### src/rtl/assert_macros.svh
// assertion macros shared by the walker rtl
// expects signals named clk and rst_n in the including module
`ifndef ASSERT_MACROS_SVH
`define ASSERT_MACROS_SVH

// same-cycle implication, checked out of reset
`define AMR_ASSERT_IMP(label, ante, cons) \
  label: assert property (@(posedge clk) disable iff (!rst_n) (ante) |-> (cons)) \
    else $error("same-cycle check failed");

// next-cycle implication, checked out of reset
`define AMR_ASSERT_NXT(label, ante, cons) \
  label: assert property (@(posedge clk) disable iff (!rst_n) (ante) |=> (cons)) \
    else $error("next-cycle check failed");

`endif

### src/rtl/amr_fsw_pkg.sv
// constants, tables and helpers for the amr frame stream walker
// no dependencies; used by amr_frame_stream_walker_core
package amr_fsw_pkg;

  // field and register widths
  localparam int LENGTH_BITS_DEF = 32;
  localparam int WIN_W           = 16;
  localparam int FRAME_W         = 21;
  localparam int CAUSE_W         = 3;
  localparam int CFG_ADDR_W      = 1;
  localparam int CFG_DATA_W      = 21;
  // result fields besides the length: valid, wideband, frame count, cause
  localparam int RES_FIXED_W     = 2 + FRAME_W + CAUSE_W;

  // register indexes
  localparam logic [CFG_ADDR_W-1:0] REG_RESYNC_WINDOW = 1'd0;
  localparam logic [CFG_ADDR_W-1:0] REG_FRAME_CAP     = 1'd1;

  // register reset values
  localparam logic [WIN_W-1:0]   RESYNC_WINDOW_RST = 16'd8192;
  localparam logic [FRAME_W-1:0] FRAME_CAP_RST     = 21'd2000000;

  // end causes
  localparam logic [CAUSE_W-1:0] CAUSE_WINDOW_END  = 3'd0;
  localparam logic [CAUSE_W-1:0] CAUSE_NO_DATA     = 3'd1;
  localparam logic [CAUSE_W-1:0] CAUSE_PADDING     = 3'd2;
  localparam logic [CAUSE_W-1:0] CAUSE_EARLY_BAD   = 3'd3;
  localparam logic [CAUSE_W-1:0] CAUSE_RESYNC_MISS = 3'd4;
  localparam logic [CAUSE_W-1:0] CAUSE_FRAME_CAP   = 3'd5;
  localparam logic [CAUSE_W-1:0] CAUSE_RESYNC_LIM  = 3'd6;

  // stream layout
  localparam int HDR_LEN      = 9;
  localparam int NB_FIRST_TOC = 6;
  localparam int WB_FIRST_TOC = 9;
  localparam int PAD_LOOK     = 3;

  localparam logic [3:0]         MODE_NO_DATA = 4'hF;
  localparam logic [FRAME_W-1:0] MIN_FRAMES   = 21'd4;
  localparam logic [2:0]         RESYNC_LIMIT = 3'd4;

  // wideband header "#!AMR-WB\n"
  localparam logic [7:0] WB_MAGIC [HDR_LEN] = '{
    8'h23, 8'h21, 8'h41, 8'h4D, 8'h52, 8'h2D, 8'h57, 8'h42, 8'h0A
  };

  // frame payload sizes per mode
  localparam logic [5:0] NB_SIZE [16] = '{
    6'd12, 6'd13, 6'd15, 6'd17, 6'd19, 6'd20, 6'd26, 6'd31,
    6'd5,  6'd0,  6'd0,  6'd0,  6'd0,  6'd0,  6'd0,  6'd0
  };
  localparam logic [5:0] WB_SIZE [16] = '{
    6'd17, 6'd23, 6'd32, 6'd36, 6'd40, 6'd46, 6'd50, 6'd58,
    6'd60, 6'd5,  6'd0,  6'd0,  6'd0,  6'd0,  6'd0,  6'd0
  };

  // payload size of the frame behind a toc byte
  function automatic logic [5:0] size_lookup(input logic wide, input logic [3:0] mode);
    return wide ? WB_SIZE[mode] : NB_SIZE[mode];
  endfunction

endpackage

### src/rtl/amr_frame_stream_walker_core.sv
// amr storage-format frame stream walker, top level
// depends on amr_fsw_pkg and assert_macros.svh
//
// channel  direction  handshake               payload
// in_*     slave      in_tvalid / in_tready   data_byte, lookahead_only (tuser), last (tlast)
// out_*    master     out_tvalid / out_tready stream_length, valid_res, wideband, frame_count,
//                                             end_cause
// cfg_*    write      cfg_wr_en               register index, write data
//
// one byte per cycle: an input register, then one walk update per byte
// after the byte with tlast, closing steps walk the trailing positions
// with the same walk logic; the result register loads on the last of them
// input is held off during those closing steps and while a result waits there
// synchronous reset clears control and walk state and loads register defaults
`include "assert_macros.svh"

module amr_frame_stream_walker_core #(
  parameter int LENGTH_BITS = amr_fsw_pkg::LENGTH_BITS_DEF
) (
  input  logic                                   clk,
  input  logic                                   rst_n,
  // configuration writes
  input  logic                                   cfg_wr_en,
  input  logic [amr_fsw_pkg::CFG_ADDR_W-1:0]     cfg_addr,
  input  logic [amr_fsw_pkg::CFG_DATA_W-1:0]     cfg_wr_data,
  // byte stream
  input  logic                                   in_tvalid,
  output logic                                   in_tready,
  input  logic [7:0]                             in_tdata,   // [7:0] data_byte
  input  logic                                   in_tuser,   // [0] lookahead_only
  input  logic                                   in_tlast,
  // result
  output logic                                   out_tvalid,
  input  logic                                   out_tready,
  // stream_length, valid_res, wideband, frame_count, end_cause, zero fill
  output logic [((LENGTH_BITS + amr_fsw_pkg::RES_FIXED_W + 7) / 8) * 8 - 1:0] out_tdata
);

  localparam int OUT_W = ((LENGTH_BITS + amr_fsw_pkg::RES_FIXED_W + 7) / 8) * 8;
  localparam int RES_W = LENGTH_BITS + amr_fsw_pkg::RES_FIXED_W;
  // position width leaves headroom above the reported length
  localparam int PW    = ((LENGTH_BITS > 32) ? LENGTH_BITS : 32) + 2;
  localparam logic [1:0] FLUSH_LAST = 2'd2;

  typedef enum logic [1:0] {PH_HEADER, PH_WALK, PH_RESYNC, PH_DONE} phase_t;
  typedef enum logic {CTL_RUN, CTL_FLUSH} ctl_t;

  // configuration
  logic [amr_fsw_pkg::WIN_W-1:0]   win_r;
  logic [amr_fsw_pkg::FRAME_W-1:0] cap_r;

  // input register
  logic       item_vld_r;
  logic [7:0] item_byte_r;
  logic       item_la_r;
  logic       item_last_r;

  // last three bytes, hist0 newest
  logic [7:0] hist0_r, hist1_r, hist2_r;

  // walk state
  logic [PW-1:0]                   bp_r;
  logic [PW-1:0]                   ntoc_r;
  logic [PW-1:0]                   scan_r;
  logic [PW-1:0]                   flen_r;
  logic [PW-1:0]                   wlen_r;
  logic [amr_fsw_pkg::FRAME_W-1:0] frames_r;
  logic                            real_r;
  logic [2:0]                      rc_r;
  logic [amr_fsw_pkg::CAUSE_W-1:0] cause_r;
  phase_t                          phase_r;
  logic                            closed_r;
  logic                            match_r;

  // control
  ctl_t       ctl_r;
  logic [1:0] fj_r;

  // result register
  logic                            out_vld_r;
  logic [LENGTH_BITS-1:0]          out_len_r;
  logic                            out_ok_r;
  logic                            out_wide_r;
  logic [amr_fsw_pkg::FRAME_W-1:0] out_frames_r;
  logic [amr_fsw_pkg::CAUSE_W-1:0] out_cause_r;

  // next values
  phase_t                          ph_nxt;
  logic [PW-1:0]                   ntoc_nxt, scan_nxt, flen_nxt;
  logic [amr_fsw_pkg::FRAME_W-1:0] frames_nxt;
  logic                            real_nxt;
  logic [2:0]                      rc_nxt;
  logic [amr_fsw_pkg::CAUSE_W-1:0] cause_nxt;
  logic                            match_nxt;
  logic [PW-1:0]                   bp_nxt;

  // datapath signals
  logic          in_acc, step_go, walk_upd, out_load;
  logic          wide_res;
  logic [PW-1:0] hdr_toc;
  logic          closed_now;
  logic [PW-1:0] wlen_now, step_e, flush_pos, flush_e, flush_wl;
  logic          ev_en;
  logic [PW-1:0] ev_e;
  logic [7:0]    ev_b0, ev_b1, ev_b2, ev_b3;
  phase_t        ph_res;
  logic [PW-1:0] ntoc_res;
  logic [3:0]    mode0;
  logic [5:0]    size0;
  logic [PW-1:0] win_eff;
  logic          do_toc;
  logic [amr_fsw_pkg::CAUSE_W-1:0] fin_cause;
  logic [PW-1:0]                   fin_len;
  logic [LENGTH_BITS-1:0]          len_sat;
  logic [RES_W-1:0]                res_word;

  // handshakes
  assign in_tready = (ctl_r == CTL_RUN) && !(item_vld_r && item_last_r);
  assign in_acc    = in_tvalid && in_tready;
  assign step_go   = item_vld_r && (ctl_r == CTL_RUN);
  assign out_load  = (ctl_r == CTL_FLUSH) && (fj_r == FLUSH_LAST) && (!out_vld_r || out_tready);
  assign walk_upd  = step_go || ((ctl_r == CTL_FLUSH) && (fj_r != FLUSH_LAST));

  // header decision and first toc position
  assign wide_res = match_r && (bp_r >= PW'(amr_fsw_pkg::HDR_LEN));
  assign hdr_toc  = wide_res ? PW'(amr_fsw_pkg::WB_FIRST_TOC) : PW'(amr_fsw_pkg::NB_FIRST_TOC);

  // header match and byte count for the item in the register
  assign match_nxt = (bp_r < PW'(amr_fsw_pkg::HDR_LEN)) ?
                     (match_r && (item_byte_r == amr_fsw_pkg::WB_MAGIC[bp_r[3:0]])) : match_r;
  assign bp_nxt    = (&bp_r) ? bp_r : bp_r + PW'(1);

  // window end: closes at the first lookahead byte
  assign closed_now = closed_r | item_la_r;
  assign wlen_now   = closed_r ? wlen_r : bp_r;
  assign step_e     = bp_r - PW'(amr_fsw_pkg::PAD_LOOK);

  // closing positions after the final byte
  assign flush_pos = bp_r + PW'(fj_r);
  assign flush_e   = flush_pos - PW'(amr_fsw_pkg::PAD_LOOK);
  assign flush_wl  = closed_r ? wlen_r : bp_r;

  // evaluation position and the four bytes from it
  always_comb begin
    ev_b0 = hist2_r;
    ev_b1 = hist1_r;
    ev_b2 = hist0_r;
    ev_b3 = item_byte_r;
    if (ctl_r == CTL_FLUSH) begin
      ev_e  = flush_e;
      ev_en = (flush_pos >= PW'(amr_fsw_pkg::HDR_LEN)) && (flush_e < flush_wl);
      case (fj_r)
        2'd0: begin
          ev_b0 = hist2_r;
          ev_b1 = hist1_r;
          ev_b2 = hist0_r;
          ev_b3 = 8'd0;
        end
        2'd1: begin
          ev_b0 = hist1_r;
          ev_b1 = hist0_r;
          ev_b2 = 8'd0;
          ev_b3 = 8'd0;
        end
        default: begin
          ev_b0 = hist0_r;
          ev_b1 = 8'd0;
          ev_b2 = 8'd0;
          ev_b3 = 8'd0;
        end
      endcase
    end else begin
      ev_e  = step_e;
      ev_en = step_go && (bp_r >= PW'(amr_fsw_pkg::HDR_LEN)) && (phase_r != PH_DONE) &&
              (!closed_now || (step_e < wlen_now));
    end
  end

  // phase as seen once the header is resolved
  assign ph_res   = (phase_r == PH_HEADER) ? PH_WALK : phase_r;
  assign ntoc_res = (phase_r == PH_HEADER) ? hdr_toc : ntoc_r;
  assign mode0    = ev_b0[6:3];
  assign size0    = amr_fsw_pkg::size_lookup(wide_res, mode0);
  assign win_eff  = (win_r == '0) ? PW'(1) : PW'(win_r);

  // one walk step at the evaluation position
  always_comb begin
    ph_nxt     = phase_r;
    ntoc_nxt   = ntoc_r;
    scan_nxt   = scan_r;
    flen_nxt   = flen_r;
    frames_nxt = frames_r;
    real_nxt   = real_r;
    rc_nxt     = rc_r;
    cause_nxt  = cause_r;
    do_toc     = 1'b0;
    if (ev_en) begin
      ph_nxt   = ph_res;
      ntoc_nxt = ntoc_res;
      case (ph_res)
        PH_WALK: begin
          if (ev_e == ntoc_res) do_toc = 1'b1;
        end
        PH_RESYNC: begin
          if (ev_e >= scan_r) begin
            ph_nxt    = PH_DONE;
            cause_nxt = amr_fsw_pkg::CAUSE_RESYNC_MISS;
            flen_nxt  = ntoc_res;
          end else if ((mode0 != amr_fsw_pkg::MODE_NO_DATA) && (size0 != 6'd0)) begin
            ntoc_nxt = ev_e;
            rc_nxt   = rc_r + 3'd1;
            if (rc_nxt >= amr_fsw_pkg::RESYNC_LIMIT) begin
              ph_nxt    = PH_DONE;
              cause_nxt = amr_fsw_pkg::CAUSE_RESYNC_LIM;
              flen_nxt  = ev_e;
            end else begin
              ph_nxt = PH_WALK;
              do_toc = 1'b1;
            end
          end
        end
        default: ;
      endcase
      // toc byte at the evaluation position
      if (do_toc) begin
        if (frames_r >= cap_r) begin
          ph_nxt    = PH_DONE;
          cause_nxt = amr_fsw_pkg::CAUSE_FRAME_CAP;
          flen_nxt  = ev_e;
        end else if (mode0 == amr_fsw_pkg::MODE_NO_DATA) begin
          ph_nxt    = PH_DONE;
          cause_nxt = amr_fsw_pkg::CAUSE_NO_DATA;
          flen_nxt  = ev_e + PW'(1);
        end else begin
          real_nxt = real_r | (ev_b0 != 8'd0);
          if (real_r && (frames_r >= amr_fsw_pkg::MIN_FRAMES) && (ev_b0 == 8'd0) &&
              (ev_b1 == 8'd0) && (ev_b2 == 8'd0) && (ev_b3 == 8'd0)) begin
            ph_nxt    = PH_DONE;
            cause_nxt = amr_fsw_pkg::CAUSE_PADDING;
            flen_nxt  = ev_e;
          end else if (size0 == 6'd0) begin
            if (frames_r < amr_fsw_pkg::MIN_FRAMES) begin
              ph_nxt    = PH_DONE;
              cause_nxt = amr_fsw_pkg::CAUSE_EARLY_BAD;
              flen_nxt  = ev_e;
            end else begin
              ph_nxt   = PH_RESYNC;
              scan_nxt = ev_e + win_eff;
            end
          end else begin
            ntoc_nxt   = ev_e + PW'(size0) + PW'(1);
            frames_nxt = frames_r + 21'd1;
            rc_nxt     = 3'd0;
          end
        end
      end
    end
  end

  // closing decision on the last walk step
  always_comb begin
    case (ph_nxt)
      PH_DONE: begin
        fin_cause = cause_nxt;
        fin_len   = flen_nxt;
      end
      PH_RESYNC: begin
        fin_cause = amr_fsw_pkg::CAUSE_RESYNC_MISS;
        fin_len   = ntoc_nxt;
      end
      PH_WALK: begin
        fin_cause = amr_fsw_pkg::CAUSE_WINDOW_END;
        fin_len   = ntoc_nxt;
      end
      default: begin
        fin_cause = amr_fsw_pkg::CAUSE_WINDOW_END;
        fin_len   = hdr_toc;
      end
    endcase
  end

  // saturate the length to the reported width
  assign len_sat = (fin_len[PW-1:LENGTH_BITS] != '0) ? '1 : fin_len[LENGTH_BITS-1:0];

  // configuration registers
  always_ff @(posedge clk) begin
    if (!rst_n) begin
      win_r <= amr_fsw_pkg::RESYNC_WINDOW_RST;
      cap_r <= amr_fsw_pkg::FRAME_CAP_RST;
    end else if (cfg_wr_en) begin
      case (cfg_addr)
        amr_fsw_pkg::REG_RESYNC_WINDOW: win_r <= cfg_wr_data[amr_fsw_pkg::WIN_W-1:0];
        amr_fsw_pkg::REG_FRAME_CAP:     cap_r <= cfg_wr_data[amr_fsw_pkg::FRAME_W-1:0];
        default: ;
      endcase
    end
  end

  // control sequencer and registered valids
  always_ff @(posedge clk) begin
    if (!rst_n) begin
      ctl_r      <= CTL_RUN;
      fj_r       <= 2'd0;
      item_vld_r <= 1'b0;
      out_vld_r  <= 1'b0;
    end else begin
      if (in_acc) begin
        item_vld_r <= 1'b1;
      end else if (step_go) begin
        item_vld_r <= 1'b0;
      end
      case (ctl_r)
        CTL_RUN: begin
          if (step_go && item_last_r) begin
            ctl_r <= CTL_FLUSH;
            fj_r  <= 2'd0;
          end
        end
        CTL_FLUSH: begin
          if (fj_r != FLUSH_LAST) begin
            fj_r <= fj_r + 2'd1;
          end else if (out_load) begin
            ctl_r <= CTL_RUN;
            fj_r  <= 2'd0;
          end
        end
        default: ctl_r <= CTL_RUN;
      endcase
      if (out_load) begin
        out_vld_r <= 1'b1;
      end else if (out_tready) begin
        out_vld_r <= 1'b0;
      end
    end
  end

  // walk state, back to start after each result
  always_ff @(posedge clk) begin
    if (!rst_n || out_load) begin
      bp_r     <= '0;
      ntoc_r   <= '0;
      scan_r   <= '0;
      flen_r   <= '0;
      wlen_r   <= '0;
      frames_r <= '0;
      real_r   <= 1'b0;
      rc_r     <= 3'd0;
      cause_r  <= amr_fsw_pkg::CAUSE_WINDOW_END;
      phase_r  <= PH_HEADER;
      closed_r <= 1'b0;
      match_r  <= 1'b1;
    end else begin
      if (walk_upd) begin
        phase_r  <= ph_nxt;
        ntoc_r   <= ntoc_nxt;
        scan_r   <= scan_nxt;
        flen_r   <= flen_nxt;
        frames_r <= frames_nxt;
        real_r   <= real_nxt;
        rc_r     <= rc_nxt;
        cause_r  <= cause_nxt;
      end
      if (step_go) begin
        bp_r     <= bp_nxt;
        match_r  <= match_nxt;
        closed_r <= closed_now;
        wlen_r   <= wlen_now;
      end
    end
  end

  // payload registers
  always_ff @(posedge clk) begin
    if (in_acc) begin
      item_byte_r <= in_tdata;
      item_la_r   <= in_tuser;
      item_last_r <= in_tlast;
    end
    if (step_go) begin
      hist2_r <= hist1_r;
      hist1_r <= hist0_r;
      hist0_r <= item_byte_r;
    end
    if (out_load) begin
      out_len_r    <= len_sat;
      out_ok_r     <= (frames_nxt >= amr_fsw_pkg::MIN_FRAMES);
      out_wide_r   <= wide_res;
      out_frames_r <= frames_nxt;
      out_cause_r  <= fin_cause;
    end
  end

  // result packing, lowest field first
  assign res_word   = {out_cause_r, out_frames_r, out_wide_r, out_ok_r, out_len_r};
  assign out_tdata  = OUT_W'(res_word);
  assign out_tvalid = out_vld_r;

  // checks
  `AMR_ASSERT_IMP(a_flush_no_item, ctl_r == CTL_FLUSH, !item_vld_r)
  `AMR_ASSERT_NXT(a_result_only_at_close, (ctl_r == CTL_RUN) && !out_vld_r, !out_vld_r)
  `AMR_ASSERT_NXT(a_restart_after_result, out_load,
                  (bp_r == '0) && (phase_r == PH_HEADER) && (ctl_r == CTL_RUN))
  `AMR_ASSERT_NXT(a_header_bytes_no_walk, step_go && (bp_r < PW'(amr_fsw_pkg::HDR_LEN)),
                  phase_r == PH_HEADER)

endmodule

### config.mk
export PLATFORM = sky130hd
export DESIGN_NAME = amr_frame_stream_walker_core
export DESIGN_NICKNAME = d
export VERILOG_FILES = /design/src/rtl/amr_fsw_pkg.sv /design/src/rtl/amr_frame_stream_walker_core.sv
export VERILOG_INCLUDE_DIRS = /design/src /design/src/rtl
export SDC_FILE = /design/constraint.sdc
export NUM_CORES = 1
export LEC_CHECK = 0
export CAP_MARGIN = 15
export CORE_MARGIN = 5
export CORE_UTILIZATION = 35
export DETAILED_ROUTE_END_ITERATION = 8
export DONT_BUFFER_PORTS = 1
export PLACE_DENSITY = 0.51
export SETUP_SLACK_MARGIN = 0.4
export SYNTH_ARGS = -nofsm -noshare
export SYNTH_HDL_FRONTEND = slang
export SYNTH_SLANG_ARGS = --single-unit
### constraint.sdc
create_clock -name clk -period 8.9 [get_ports clk]
set_clock_uncertainty 0.2 [all_clocks]
set_input_delay 0.445 -clock clk [delete_from_list [all_inputs] [get_ports clk]]
set_output_delay 0.445 -clock clk [all_outputs]
set_load 0.1 [all_outputs]
==> results of run 1 <==
## power by group through the flow
stage | logic (uW) | registers, uW | clock network [uW]
2_1_floorplan | 492 | 1650 | 0
3_3_place_gp | 691 | 1660 | 0
3_5_place_dp | 693 | 1660 | 0
4_1_cts | 719 | 1630 | 1890
5_1_grt | 796 | 1640 | 1960
6_report | 735 | 1630 | 1850
## cell usage after synthesis, types with 31 or more instances
cell type / n
and2_1: 53
a22oi_1: 34
nor2_1: 328
a31oi_1: 39
a21boi_0: 37
nor4_1: 65
mux2i_1: 48
a21oi_1: 260
xor2_1: 69
nand4_1: 81
a21o_1: 48
inv_1: 119
clkbuf_1: 221
o21a_1: 31
or3_1: 53
a211oi_1: 71
dfxtp_1: 244
nor3_1: 120
nand2_1: 358
and3_1: 33
o21ai_0: 152
edfxtp_1: 92
xnor2_1: 128
buf_1: 31
ha_1: 167
nand3_1: 120
## area by class of cell
type	instances	area (um^2)
Timing Repair Buffer	210	1740
Clock buffer	50	1130
Clock inverter	30	350
Inverter	132	495
Multi-Input combinational cell	2776	18100
Tap cell	1040	1300
Sequential cell	336	7650
Fill cell	8040	46500
## registers in the layout, summed over array words and instances (netlist names), 2 cells and up
signal / count
item_byte_r: 8
frames_r: 21
hist1_r: 8
phase_r: 2
scan_r: 34
hist2_r: 8
flen_r: 34
ntoc_r: 34
hist0_r: 8
fj_r: 2
cause_r: 3
out_len_r: 32
win_r: 16
rc_r: 3
cap_r: 21
out_cause_r: 3
out_frames_r: 21
bp_r: 34
wlen_r: 34
## worst max path at each step
stage | startpoint | slack (ns) | depth (start not counted) | end
after floorplan | fj_r[0] | 0.42 | 34 | out_len_r[27]
after global placement | bp_r[0] | 0.32 | 30 | out_len_r[19]
after detailed placement | bp_r[0] | 0.18 | 30 | out_len_r[19]
after CTS | bp_r[0] | 0.40 | 31 | out_len_r[19]
after global routing | bp_r[0] | 0.39 | 31 | out_len_r[11]
final | bp_r[1] | 0.72 | 27 | out_len_r[19]
## logic make-up after synthesis
family	count (synthesis)
DFF	336
xor gates and xnor gates	199
buffers and inverters	417
AOI/OAI and AO/OA	954
adders and majority gates	170
muxes	60
other	1
and+or+nand+nor	1387
## through the flow
stage	hold WS [ns]	cells	area, um^2	util (%)	power [uW]
4_1_cts	0.0298	4567	30600	39.6	4240
3_3_place_gp	0.230	4436	28600	37.0	2360
6_report	0.0613	4574	30700	39.8	4210
3_5_place_dp	0.235	4438	28600	37.0	2360
2_1_floorplan	0.227	3529	27200	-	2140
5_1_grt	0.0721	4574	30700	39.8	4390
## layer usage
layer  global-route usage (%)  vias to the layer above  routed length [um]
li1                         -                    12900                   -
met1                     33.1                    12900               45700
met2                     41.2                      991               49600
met3                     2.95                      221                6200
met4                     8.29                        0                4020
met5                        0                        -                   0
## worst max-delay path: stages (launching register included)
cell	delay (ns)
dfxtp_1	0.34
ha_1	0.32
a21oi_1	0.11
buf_4	0.21
nor3_1	0.59
a41oi_1	0.29
nor3_1	0.43
a21boi_0	0.25
o21ai_0	0.36
nand2_1	0.30
inv_1	0.28
ha_1	0.31
nand4_1	0.24
a2111oi_0	0.11
buf_1	0.18
or3_1	0.38
a31o_2	0.28
a211oi_4	0.37
buf_4	0.39
nand2_1	0.19
nor3_1	0.17
buf_4	0.21
o21ai_1	0.19
a2bb2oi_1	0.20
a32oi_1	0.41
o211a_1	0.23
buf_12	0.21
a41oi_1	0.13
## what timing repair did
item / in CTS / in global routing
cloned: 0 / 0
pin swaps: 0 / 5
resized for setup: 6 / 24
hold buffers: 49 / 0
setup endpoints to repair: 32 / 68
buffers inserted: 0 / 7
hold endpoints to repair: 51 / 0
==> results.toml, run 1 <==
[global_routing]
overflow = 0
grt_pass1_vias = 25500
grt_pass1_wl_um = 161000
groute.usage.overall_pct = 24.6
antenna_found_initial = 1
grt_max_degree = 93

[cts]
numCtsBuffers = 43
clockBufferDepth = 3
clkLatencyLatePin_ns = 0.61
clock-sinks = 336
h-tree-depth = 2
clk_pin_slew_ns = 0.07
cts_tree = "done"
clock-root-buffer = "clkbuf_16"

[cells_and_area]
antennaDiodeCount = 0
final_cell_mix = "356 x nand2_1, 325 x nor2_1, 257 x a21oi_1"
layout_commonest_cell = "nand2_1"
drive_gt1_share_pct = 9.90
syn2layout_area_growth_pct = 13.1
layout.nets = 3706

[logic_synthesis]
yosysWarnings = 0
syn_area_um2 = 27200
synth_top_flop_cell = "dfxtp_1"
syn_avg_cell_area_um2 = 7.71
synth_cell_types = 113
ys_seq_area_share_pct = 28.1
synth_cells = 3524
synth_compound_area_share_pct = 23.6
synth_xor_area_share_pct = 6.52
async_flop_share_pct = 0
ys_ff_latch = 336
synth_top_family_by_area = "simple AND/OR/NAND/NOR gates"
synth.mux.area_fraction_pct = 2.28
synth-simple-area-share_pct = 25.4
synthDominantCellAreaShare_pct = 18.0
synth-edff-count = 92
synth_top_cell_by_area = "dfxtp_1"
synth.area.top_cells = "dfxtp_1 18%, edfxtp_1 10%, ha_1 7.7%"
synth_fa_ha_area_share_pct = 7.91

[critical_path]
critPathCaptureType = "flip-flop"
worst-setup-path-type = "flip-flop to flip-flop"
r2r-end = "out_len_r[19]"
cp_max_fo = 32
required_ns = 9.03
r2r-start = "bp_r[1]"
cp-start-kind = "flip-flop"
r2r_slack_ns = 0.72
crit_arrival_ns = 8.31
rr_worst_depth = 27

[power_and_ir_drop]
switching_share_pct = 30.6
p_int_uw = 2930
p_switching_uw = 1290
ir_drop_uv = 130
pwr-share-seq_pct = 38.7
power.density_nw_per_um2 = 137
p_clk_share_pct = 43.8
comb_power_share_pct = 17.4
p_leak_uw = 0.0111

[route]
routed_wl_um = 106000
vias = 26900
avgViaCountPerCell = 5.89
wl_per_cell_um = 23.1
dr.pass1.iters = 8
drtIter0Drc = 2585
drc = 0
antenna_left = 0

[floorplanning]
std_cell_rows = 102
core_um2 = 77200
die_w_um = 289
io_pins = 103
initial_core_util_pct = 35.2
die_h_um = 289
dieArea_um2 = 83300

[outcome]
outcome = "completed"

[hold_path]
min_from = "cfg_addr"
min_path_cells = 3
hold_path.class = "input port to flip-flop"
hold_end = "win_r[8]"

[sta]
tns_ns = 0
layout_min_cycle_time_ns = 8.18
setup_slack_ns = 0.724
hold_viol = 0
slew_headroom_pct = 28.5
fin_crit_sh_pct = 91.9
finalSetupViolCount = 0
grt_setup_unrepaired = "true"
max_freq_mhz = 122
slew_viol_final = 0
max_slew.worst_pin.slew_ns = 1.07

[placed_design]
place_ws_ns = 0.185
routabilityCongestion = 0.931
io_buffers = 0
hpwl_um = 79100

[job]
cap_violations = 0
Power figures use the tool's default switching activity.
==> run 2: changes to the inputs <==
CORE_ASPECT_RATIO = 1.1   (was default)
==> run 2 against run 1 <==
Effect of this change:
- die area barely moved
- non-clock buffer count is the same
- sequential power about the same
- hold slack worse by 0.029 ns
- register-to-register slack improved by 0.02 ns
- largest power group unchanged
==> results.toml, run 2 (synthesis gave the netlist of run 1 again) <==
[outcome]
outcome = "completed"

[route]
drtIter0Drc = 2356
drc = 0
dr.pass1.iters = 6
antenna_left = 0
avgViaCountPerCell = 5.95
vias = 27200
wl_per_cell_um = 23.6
routed_wl_um = 108000

[global_routing]
overflow = 0
grt_max_degree = 93
antenna_found_initial = 3
grt_pass1_vias = 26100
grt_pass1_wl_um = 163000
groute.usage.overall_pct = 25.1

[cts]
h-tree-depth = 2
clock-root-buffer = "clkbuf_16"
clk_pin_slew_ns = 0.06
clockBufferDepth = 3
clock-sinks = 336
clkLatencyLatePin_ns = 0.61
cts_tree = "done"
numCtsBuffers = 42

[sta]
finalSetupViolCount = 0
hold_viol = 0
slew_viol_final = 0
layout_min_cycle_time_ns = 8.15
fin_crit_sh_pct = 91.6
max_freq_mhz = 123
max_slew.worst_pin.slew_ns = 1.07
tns_ns = 0
grt_setup_unrepaired = "false"
slew_headroom_pct = 28.9

[cells_and_area]
antennaDiodeCount = 0
fillCellCount = 8057
final_util_pct = 39.7
final_cell_mix = "356 x nand2_1, 324 x nor2_1, 257 x a21oi_1"
syn2layout_area_growth_pct = 12.8
layout_commonest_cell = "nand2_1"
layout.nets = 3705
drive_gt1_share_pct = 10.0
fin_cells = 4566

[critical_path]
cp_max_fo = 33
cp-start-kind = "flip-flop"
critPathCaptureType = "flip-flop"
crit_arrival_ns = 8.30
crit_path_max_incr_delay_ns = 0.46
r2r_slack_ns = 0.75
crit_top_cell = "nand3_1"
required_ns = 9.05
worst-setup-path-type = "flip-flop to flip-flop"
slowest_stage = "fa_2"

[floorplanning]
core_um2 = 77200
initial_core_util_pct = 35.2
die_w_um = 276
io_pins = 103
die_h_um = 302
std_cell_rows = 107
dieArea_um2 = 83300

[job]
cap_violations = 0

[placed_design]
io_buffers = 0
dp_cells = 4431
hpwl_um = 80500
routabilityCongestion = 0.959

[hold_path]
hold_path.class = "input port to flip-flop"

[power_and_ir_drop]
pwr-share-seq_pct = 39.6
p_switching_uw = 1310
p_clk_share_pct = 42.5
power.density_nw_per_um2 = 135
switching_share_pct = 31.7
comb_power_share_pct = 17.9
p_leak_uw = 0.0111
ir_drop_uv = 143
p_int_uw = 2820
[run 2: cell count changes in the layout (fill, tap and decap cells not counted), moves of 3 or more]
cell	before	now
clkinv_1	16	11
clkbuf_1	4	8
bufinv_16	5	2
clkbuf_8	3	0
clkinv_4	3	0
inv_6	0	3
[run 2: cell type report]
cell class,count,area (um^2),area share [%]
clock buffers,51,1110,3.61
clock inverters,26,264,0.861
inverters,132,498,1.62
multi-input cells,2776,18100,59.0
flip-flops and latches,336,7650,25.0
well taps,1035,1290,4.22
repair buffers,210,1740,5.68
[run 2: power groups by stage]
| stage | Sequential, uW | Clock [uW] | Combinational, uW |
|---|---|---|---|
| finish | 1630 | 1750 | 740 |
| global route | 1640 | 1850 | 804 |
| CTS | 1630 | 1790 | 726 |
| global placement | 1670 | 0 | 699 |
| detailed placement | 1670 | 0 | 699 |
| floorplan | 1650 | 0 | 492 |
[run 2: timing repair]
item,CTS,global route
buffers inserted,0,9
pin swaps,0,5
endpoints found under the hold margin,51,0
hold buffers,49,0
gates cloned,0,0
gates resized for setup,7,32
setup endpoints to repair,32,98
[run 2: path summary, 6_finish.rpt]
path         startpoint      endpoint  depth (start not counted)
max reg2reg     bp_r[0]  out_len_r[7]                         33
max             bp_r[0]  out_len_r[7]                         33
min            cfg_addr     win_r[12]                          3
min reg2reg  hist1_r[1]    hist2_r[1]                          0
[run 2: metrics by stage]
| step | worst slack [ns] | area, um^2 | total power (uW) | hold slack (ns) |
|---|---|---|---|---|
| 2_1_floorplan | 0.422 | 27200 | 2140 | 0.227 |
| 3_3_place_gp | 0.193 | 28500 | 2360 | 0.233 |
| 3_5_place_dp | 0.0292 | 28500 | 2360 | 0.238 |
| 4_1_cts | 0.450 | 30500 | 4150 | 0.00258 |
| 5_1_grt | 0.335 | 30700 | 4290 | 0.0663 |
| 6_report | 0.747 | 30700 | 4120 | 0.0324 |
[run 2: critical path: cells and delay by family, from the launching register on]
kind                     cells  cell delay [ns]
AO/OA/AOI/OAI               13             2.68
adder cells (fa/ha/maj)      4             1.34
buffers and inverters        5             0.92
flip-flops                   1             0.31
AND/OR/NAND/NOR             11             2.43
[run 2: routing by layer]
metal	global-route usage, %	vias to the layer above	part of all wire [%]
li1	-	12800	-
met1	31.9	13000	41
met2	42.8	1079	47
met3	2.89	287	5.9
met4	11.2	0	5.5
met5	0	-	0
